## src/sv/ssi_pkg.sv

```systemverilog
// Shared types and constants of the sorted set intersection block.
package ssi_pkg;

  localparam int unsigned SsiCapacity = 32;
  localparam int unsigned MaxResults  = 32;
  localparam int unsigned ResCntW     = $clog2(MaxResults + 1);
  localparam int unsigned VertexW     = 32;

  typedef enum logic [1:0] {
    CMD_LOAD_FIRST  = 2'd0,
    CMD_LOAD_SECOND = 2'd1,
    CMD_COMPUTE     = 2'd2
  } cmd_e;

  typedef struct packed {
    cmd_e               cmd;
    logic [VertexW-1:0] vertex;
  } req_t;

  typedef struct packed {
    logic [VertexW-1:0] common_vertex;
    logic               found;
    logic               last;
    logic               overflow;
  } res_t;

  // Control of one chain of cells from the sequencer.
  typedef struct packed {
    logic load;
    logic adv;
    logic clear;
  } chain_ctrl_t;

  // Status of one chain seen by the sequencer.
  typedef struct packed {
    logic [VertexW-1:0] head;
    logic               empty;
    logic               full;
  } chain_stat_t;

endpackage

```

## src/sv/sorted_set_intersection.sv

```systemverilog
// Top level of the sorted set intersection block: two cell chains and the merge sequencer.
//
// A request is taken at a clock edge where start_i is high and busy_o is low. A load
// request (first or second set) may follow another load back to back; a load
// into a full set is dropped and sets the sticky overflow flag, which stays set until
// reset and is reported with every result. The sets must be loaded in ascending order
// without duplicates. A compute request walks both chains with the two heads side by side:
// each cycle two comparators look at the two heads and shift one or both chains by a
// cell, until either set is empty or MaxResults matches are found; a closing step follows,
// and busy_o is high for all of it. Each match is held back until the next match or the
// closing step so that the final one can be marked last; results come out on res_o for a
// single cycle with res_strobe_o high, and the receiver cannot stall them. An empty
// intersection gives a single result with found and common_vertex at zero and last set.
// The last result appears in the first cycle in which busy_o is low again, and both sets
// are then empty. At most MaxResults results come from one compute.
// Command code 3 is ignored.
module sorted_set_intersection import ssi_pkg::*; #(
  parameter int unsigned Capacity = SsiCapacity
) (
  input  logic clk_i,
  input  logic rst_ni,
  input  logic start_i,
  input  req_t req_i,
  output logic busy_o,
  output logic res_strobe_o,
  output res_t res_o
);

  typedef enum logic [1:0] {
    ST_IDLE = 2'b01,
    ST_WALK = 2'b10
  } state_e;

  state_e state_d, state_q;

  chain_ctrl_t ctrl_a, ctrl_b;
  chain_stat_t stat_a, stat_b;

  logic               accept;
  logic               ovf_d, ovf_q;
  logic [ResCntW-1:0] n_d, n_q;
  logic               pend_v_d, pend_v_q;
  logic [VertexW-1:0] pend_d, pend_q;
  logic               strobe_d, strobe_q;
  res_t               res_d, res_q;

  logic walk_go, a_lt, b_lt;

  assign accept = start_i && (state_q == ST_IDLE);

  // The walk carries on while both sets still hold entries and the result budget lasts.
  assign walk_go = !stat_a.empty && !stat_b.empty && (n_q != ResCntW'(MaxResults));
  assign a_lt    = stat_a.head < stat_b.head;
  assign b_lt    = stat_b.head < stat_a.head;

  ssi_chain #(.Capacity(Capacity)) u_chain_a (
    .clk_i    (clk_i),
    .rst_ni   (rst_ni),
    .ctrl_i   (ctrl_a),
    .vertex_i (req_i.vertex),
    .stat_o   (stat_a)
  );

  ssi_chain #(.Capacity(Capacity)) u_chain_b (
    .clk_i    (clk_i),
    .rst_ni   (rst_ni),
    .ctrl_i   (ctrl_b),
    .vertex_i (req_i.vertex),
    .stat_o   (stat_b)
  );

  always_comb begin
    state_d  = state_q;
    ovf_d    = ovf_q;
    n_d      = n_q;
    pend_v_d = pend_v_q;
    pend_d   = pend_q;
    strobe_d = 1'b0;
    res_d    = res_q;
    ctrl_a   = '0;
    ctrl_b   = '0;

    unique case (state_q)
      ST_IDLE: begin
        if (accept) begin
          unique case (req_i.cmd)
            CMD_LOAD_FIRST: begin
              ctrl_a.load = 1'b1;
              if (stat_a.full) begin
                ovf_d = 1'b1;
              end
            end
            CMD_LOAD_SECOND: begin
              ctrl_b.load = 1'b1;
              if (stat_b.full) begin
                ovf_d = 1'b1;
              end
            end
            CMD_COMPUTE: begin
              state_d  = ST_WALK;
              n_d      = '0;
              pend_v_d = 1'b0;
            end
            default: begin
            end
          endcase
        end
      end
      ST_WALK: begin
        if (walk_go) begin
          ctrl_a.adv = !b_lt;
          ctrl_b.adv = !a_lt;
          if (!a_lt && !b_lt) begin
            // A match: release the one held back, keep this one for now.
            if (pend_v_q) begin
              strobe_d = 1'b1;
              res_d    = '{common_vertex: pend_q, found: 1'b1, last: 1'b0,
                           overflow: ovf_q};
            end
            pend_d   = stat_a.head;
            pend_v_d = 1'b1;
            n_d      = n_q + ResCntW'(1);
          end
        end else begin
          strobe_d = 1'b1;
          if (pend_v_q) begin
            res_d = '{common_vertex: pend_q, found: 1'b1, last: 1'b1, overflow: ovf_q};
          end else begin
            res_d = '{common_vertex: '0, found: 1'b0, last: 1'b1, overflow: ovf_q};
          end
          ctrl_a.clear = 1'b1;
          ctrl_b.clear = 1'b1;
          pend_v_d     = 1'b0;
          state_d      = ST_IDLE;
        end
      end
      default: begin
        state_d = ST_IDLE;
      end
    endcase
  end

  always_ff @(posedge clk_i or negedge rst_ni) begin
    if (!rst_ni) begin
      state_q  <= ST_IDLE;
      ovf_q    <= 1'b0;
      n_q      <= '0;
      pend_v_q <= 1'b0;
      strobe_q <= 1'b0;
    end else begin
      state_q  <= state_d;
      ovf_q    <= ovf_d;
      n_q      <= n_d;
      pend_v_q <= pend_v_d;
      strobe_q <= strobe_d;
    end
  end

  always_ff @(posedge clk_i) begin
    pend_q <= pend_d;
    res_q  <= res_d;
  end

  assign busy_o       = (state_q != ST_IDLE);
  assign res_strobe_o = strobe_q;
  assign res_o        = res_q;

endmodule

```

## src/sv/ssi_cell.sv

```systemverilog
// One storage cell of a set chain: takes a loaded vertex or its neighbour's value.
module ssi_cell import ssi_pkg::*; (
  input  logic               clk_i,
  input  logic               load_i,
  input  logic               adv_i,
  input  logic [VertexW-1:0] load_data_i,
  input  logic [VertexW-1:0] next_data_i,
  output logic [VertexW-1:0] data_o
);

  logic [VertexW-1:0] data_q;

  always_ff @(posedge clk_i) begin
    if (load_i) begin
      data_q <= load_data_i;
    end else if (adv_i) begin
      data_q <= next_data_i;
    end
  end

  assign data_o = data_q;

endmodule

```

## src/sv/ssi_chain.sv

```systemverilog
// A row of cells holding one set, with its fill count; the head sits in cell 0.
module ssi_chain import ssi_pkg::*; #(
  parameter int unsigned Capacity = SsiCapacity
) (
  input  logic               clk_i,
  input  logic               rst_ni,
  input  chain_ctrl_t        ctrl_i,
  input  logic [VertexW-1:0] vertex_i,
  output chain_stat_t        stat_o
);

  localparam int unsigned CntW = $clog2(Capacity + 1);

  logic [CntW-1:0]                  cnt_d, cnt_q;
  logic [Capacity-1:0][VertexW-1:0] data;
  logic                             full, empty;

  assign full  = (cnt_q == CntW'(Capacity));
  assign empty = (cnt_q == '0);

  always_comb begin
    cnt_d = cnt_q;
    priority if (ctrl_i.clear) begin
      cnt_d = '0;
    end else if (ctrl_i.load && !full) begin
      cnt_d = cnt_q + CntW'(1);
    end else if (ctrl_i.adv && !empty) begin
      cnt_d = cnt_q - CntW'(1);
    end
  end

  always_ff @(posedge clk_i or negedge rst_ni) begin
    if (!rst_ni) begin
      cnt_q <= '0;
    end else begin
      cnt_q <= cnt_d;
    end
  end

  for (genvar i = 0; i < Capacity; i++) begin : g_cell
    logic [VertexW-1:0] next_data;
    if (i == Capacity - 1) begin : g_tail
      assign next_data = data[i];
    end else begin : g_body
      assign next_data = data[i+1];
    end
    ssi_cell u_cell (
      .clk_i       (clk_i),
      .load_i      (ctrl_i.load && !full && (cnt_q == CntW'(i))),
      .adv_i       (ctrl_i.adv),
      .load_data_i (vertex_i),
      .next_data_i (next_data),
      .data_o      (data[i])
    );
  end

  assign stat_o.head  = data[0];
  assign stat_o.empty = empty;
  assign stat_o.full  = full;

endmodule

```

## config.mk

```make
export PLATFORM = sky130hd
export DESIGN_NAME = sorted_set_intersection
export DESIGN_NICKNAME = d
export VERILOG_FILES = /design/src/sv/ssi_pkg.sv /design/src/sv/sorted_set_intersection.sv /design/src/sv/ssi_cell.sv /design/src/sv/ssi_chain.sv
export SDC_FILE = /design/constraint.sdc
export NUM_CORES = 2
export LEC_CHECK = 0
export ABC_AREA = 0
export BUFFER_PORTS_ARGS = -buffer_cell sky130_fd_sc_hd__buf_2
export CAP_MARGIN = 20
export CORE_MARGIN = 1
export CORE_UTILIZATION = 66
export CTS_BUF_LIST = sky130_fd_sc_hd__clkbuf_4 sky130_fd_sc_hd__clkbuf_8
export DETAILED_ROUTE_END_ITERATION = 12
export PLACE_DENSITY = 0.85
export SKIP_CTS_REPAIR_TIMING = 1
export SLEW_MARGIN = 20
export SYNTH_ARGS = -nofsm -noshare
export SYNTH_HDL_FRONTEND = slang
export SYNTH_SLANG_ARGS = --single-unit
```

## constraint.sdc

```tcl
create_clock -name clk_i -period 5.9 [get_ports clk_i]
set_input_delay 0.295 -clock clk_i [delete_from_list [all_inputs] [get_ports clk_i]]
set_output_delay 0.295 -clock clk_i [all_outputs]
set_load 0.1 [all_outputs]
```

==> implementation parameters <==
Parameter                              Value

Worst hold path
  HP Class ... primary input to flip-flop

Layout
  Most frequent standard cell in the layout excluding fill and tap cells ... sky130_fd_sc_hd__edfxtp_1
  Ratio of cells with drive above 1 in the final layout ... 49.2%
  Commonest cells after routing, fill and taps aside ... 2115 x sky130_fd_sc_hd__edfxtp_1, 1904 x sky130_fd_sc_hd__mux2_2, 354 x sky130_fd_sc_hd__clkbuf_8, 161 x sky130_fd_sc_hd__buf_4, 125 x sky130_fd_sc_hd__nand2_1
  Finished Core Util ... between 70% and 80%
  Final layout net count ... roughly 5200
  Growth of design area from synthesis to finish ... 9.33%

Power and ir drop
  Leak Pwr ... 35.1 nW
  Final Total Pwr ... between 20 and 30 mW
  Cell area power density ... about 290 nW/um^2
  Peak ir drop on the vdd network ... ~0.29 mV

Worst setup path
  Required time of the critical path ... approximately 6600 ps
  Start-to-end type of the worst setup path ... flip-flop to flip-flop
  CP Capture Point ... u_chain_b.g_cell[22].u_cell.data_o[13]
  Peak fanout along the critical path ... 33
  Critical Path Slowest Stage Cell ... sky130_fd_sc_hd__nand2_1
  Number of cells on the worst reg-to-reg path ... 10
  Endpoint type of the worst setup path ... flip-flop
  Startpoint kind of the worst setup timing path ... flip-flop
  Critical-path cell list ... inv_1 -> ha_1 -> or3b_1 -> nor2_1 -> a211o_1 -> nor3b_4 -> and2_1 -> nand2_2 -> nand2_1 -> buf_4
  Startpoint of the most critical setup path ... u_chain_b.cnt_q[0]
  Critical register-to-register path endpoint ... u_chain_b.g_cell[22].u_cell.data_o[13]
  Data arrival time at the worst-slack endpoint ... ~5100 ps
  Startpoint of the lowest-slack register-to-register path ... u_chain_b.cnt_q[0]
  Critical path's largest stage delay ... around 580 ps
  Slack of the worst reg-to-reg path ... between 1000 and 1500 ps

Synthesis
  Mapped cell area ... just over 90000 um^2
  EDFF count, synth ... between 2000 and 2500
  Proportion of register bits with asynchronous set or reset after synthesis ... about 1.1%
  Synth top area share ... between 60 and 70%
  Main synth FF type ... sky130_fd_sc_hd__edfxtp_1
  Number of synthesized register bits ... approximately 2100
  Instance count of the mapped netlist ... 5000
  Syn nets ... between 5000 and 6000
  Share of synthesized area occupied by flip-flops and latches ... a little over two thirds
  Top post-synthesis cells by area ... sky130_fd_sc_hd__edfxtp_1 70%, sky130_fd_sc_hd__mux2_2 24%, sky130_fd_sc_hd__mux2_1 0.99%
  Mean cell area of the mapped netlist ... ~18 um^2
  Largest area contributor in the synthesized netlist ... sky130_fd_sc_hd__edfxtp_1
  Count of warnings emitted by yosys ... 0
  Number of library cell types mapped by synthesis ... 60

Timing
  Share of the clock period used by the worst path after layout ... 74.6%
  Count of pins over their slew limit ... 0
  RSZ-0062 raised after global routing ... no
  Hold violation count in the final report ... 1
  Minimum clock period after layout ... around 4400 ps
  Final worst hold slack ... -10.9 ps
  Layout Skew ... a little under 70 ps
  Total of endpoints with negative setup slack in the final report ... 0
  Max transition margin ... a little under a quarter
  Total Negative Setup Slacks ... 0 ps
  Maximum achievable frequency ... roughly 0.23 GHz
  Transition time at the pin with the least slew margin ... 1160 ps

Clock network
  Root buf cell ... sky130_fd_sc_hd__clkbuf_8
  H-tree levels ... 5
  CTS buffer count ... about 340
  TritonCTS clock tree ... yes
  Clock input transition at the sequential cells of the worst setup and hold paths ... ~60 ps
  Maximum count of clock buffers along a single path ... 4
  Number of sinks on the clock net ... between 2000 and 2500
  Clock latency at the later pin of the worst-skew pair ... roughly 1000 ps

Floorplanning
  DIE WIDTH ... about 370 um
  Effective utilization at floorplan ... 66.8%
  Area of the die ... approximately 140000 um^2
  Overall die height ... roughly 370 um
  Count of boundary I/O pins ... between 70 and 80
  Rows ... 135
  Placeable core region ... approximately 140000 um^2

Routing
  WL final ... a little over 200 mm
  Vias ... between 40000 and 50000
  Number of DRC markers after the initial detailed-route iteration ... 5381
  Routed wire per std cell ... between 20 and 30 um
  Number of design rule violations left after detail routing ... 0
  Vias per Instance ... about 6.4
  Count of nets left with antenna violations after detail routing ... 0
  Detailed Routing Iterations Pass 1 ... 7

GRT
  Pin count of the biggest net entering global routing ... between 60 and 70
  Global routing usage on met1 ... about two fifths
  Total global routing track utilization ... between 20% and 30%
  Met2 usage in global routing ... between 40% and 50%
  Layer with the highest usage ... met2
  Total congestion overflow after global routing ... 0
  Wire length of the first global-routing pass ... 299 mm
  Met3 usage in global routing ... about 6.0%
  Number of global-route vias before repair ... between 40000 and 50000
  Initial antenna violation count ... 9

Place
  Half-perimeter wire length after detailed placement ... roughly 110 mm
  Number of input and output port buffers inserted ... 73
  Routability cong. ... between 0.9 and 1

Status
  Violations in the final reports ... hold timing
  Result of the run ... finished with violations

Run
  Number of maximum-capacitance constraint violations ... 0
[metrics by stage]
stage	std cells	cell area (um^2)	setup slack, ps
global route	7168	99500	1280
detailed placement	6567	92900	1420
floorplan	5000	91000	1880
CTS	7143	99200	1400
global placement	6565	92900	1080
finish	7171	99500	1500
[worst max-delay path, delay by kind of cell (launching register included)]
kind                       cells  cell delay [ps]
DFF                            1              410
and+or+nand+nor                6             2280
adders and majority gates      1              320
AOI/OAI and AO/OA              1              470
buffers and inverters          2              540
[cell type report]
cell class | instances | area [um^2]
clock buffers | 448 | 5580
multi-input cells | 2393 | 25000
fillers | 7509 | 36700
flip-flops and latches | 2138 | 64100
well taps | 1781 | 2230
diodes | 6 | 15.0
repair buffers | 226 | 1660
inverters | 51 | 191
clock inverters | 128 | 738
[report_power, final]
group          switching [mW]  internal, mW
registers                   0          16.4
clock network            5.63          6.43
logic                   0.371        0.0398
total                    6.00          22.9
[synth_stat cells (all sizes together) (13+ instances only)]
library cell / count
a21oi: 18
and2: 15
buf: 203
clkbuf: 215
dfrtp: 22
edfxtp: 2115
ha: 43
inv: 51
mux2: 1984
nand2: 146
nand2b: 13
nand3: 18
nor2: 18
nor2b: 38
nor3: 13
[cells by family (layout without fill, tap and decap cells)]
logic type                 count (synthesis)  after routing  share of synthesized area, %
buffers and inverters                    469            853                          2.19
muxes                                   1993           1993                          24.7
AOI/OAI and AO/OA                         62             62                         0.481
adders and majority gates                 43             43                         0.591
DFF                                     2138           2138                          70.4
other                                      0              6                             0
and+or+nand+nor                          295            295                          1.64
[worst min path at each step]
stage,end,start,depth (start not counted),slack [ps]
finish,u_chain_b.g_cell[31].u_cell.data_o[24],req_i[24],1,-10
global route,u_chain_b.g_cell[31].u_cell.data_o[24],req_i[24],1,-30
CTS,u_chain_b.cnt_q[4],rst_ni,1,-770
detailed placement,res_strobe_o,rst_ni,1,340
global placement,res_strobe_o,rst_ni,1,330
floorplan,n_q[0],rst_ni,0,-0.6
[state kept, by name, summed over array words and instances (netlist names)]
| signal | flops |
|---|---|
| u_chain_a.cnt_q | 6 |
| ovf_q | 1 |
| pend_q | 32 |
| res_o | 35 |
| n_q | 6 |
| pend_v_q | 1 |
| u_chain_b.g_cell.u_cell.data_o | 1024 |
| u_chain_b.cnt_q | 6 |
| res_strobe_o | 1 |
| state_q | 2 |
| u_chain_a.g_cell.u_cell.data_o | 1024 |
[per-layer routing]
layer  up-vias  part of all wire (%)
met1     23384                    40
met2      2234                    47
met5         -                 0.022
met3       505                   8.5
li1      19719                     -
met4         6                   4.0
Note: power is estimated with default switching activity, not from simulation.
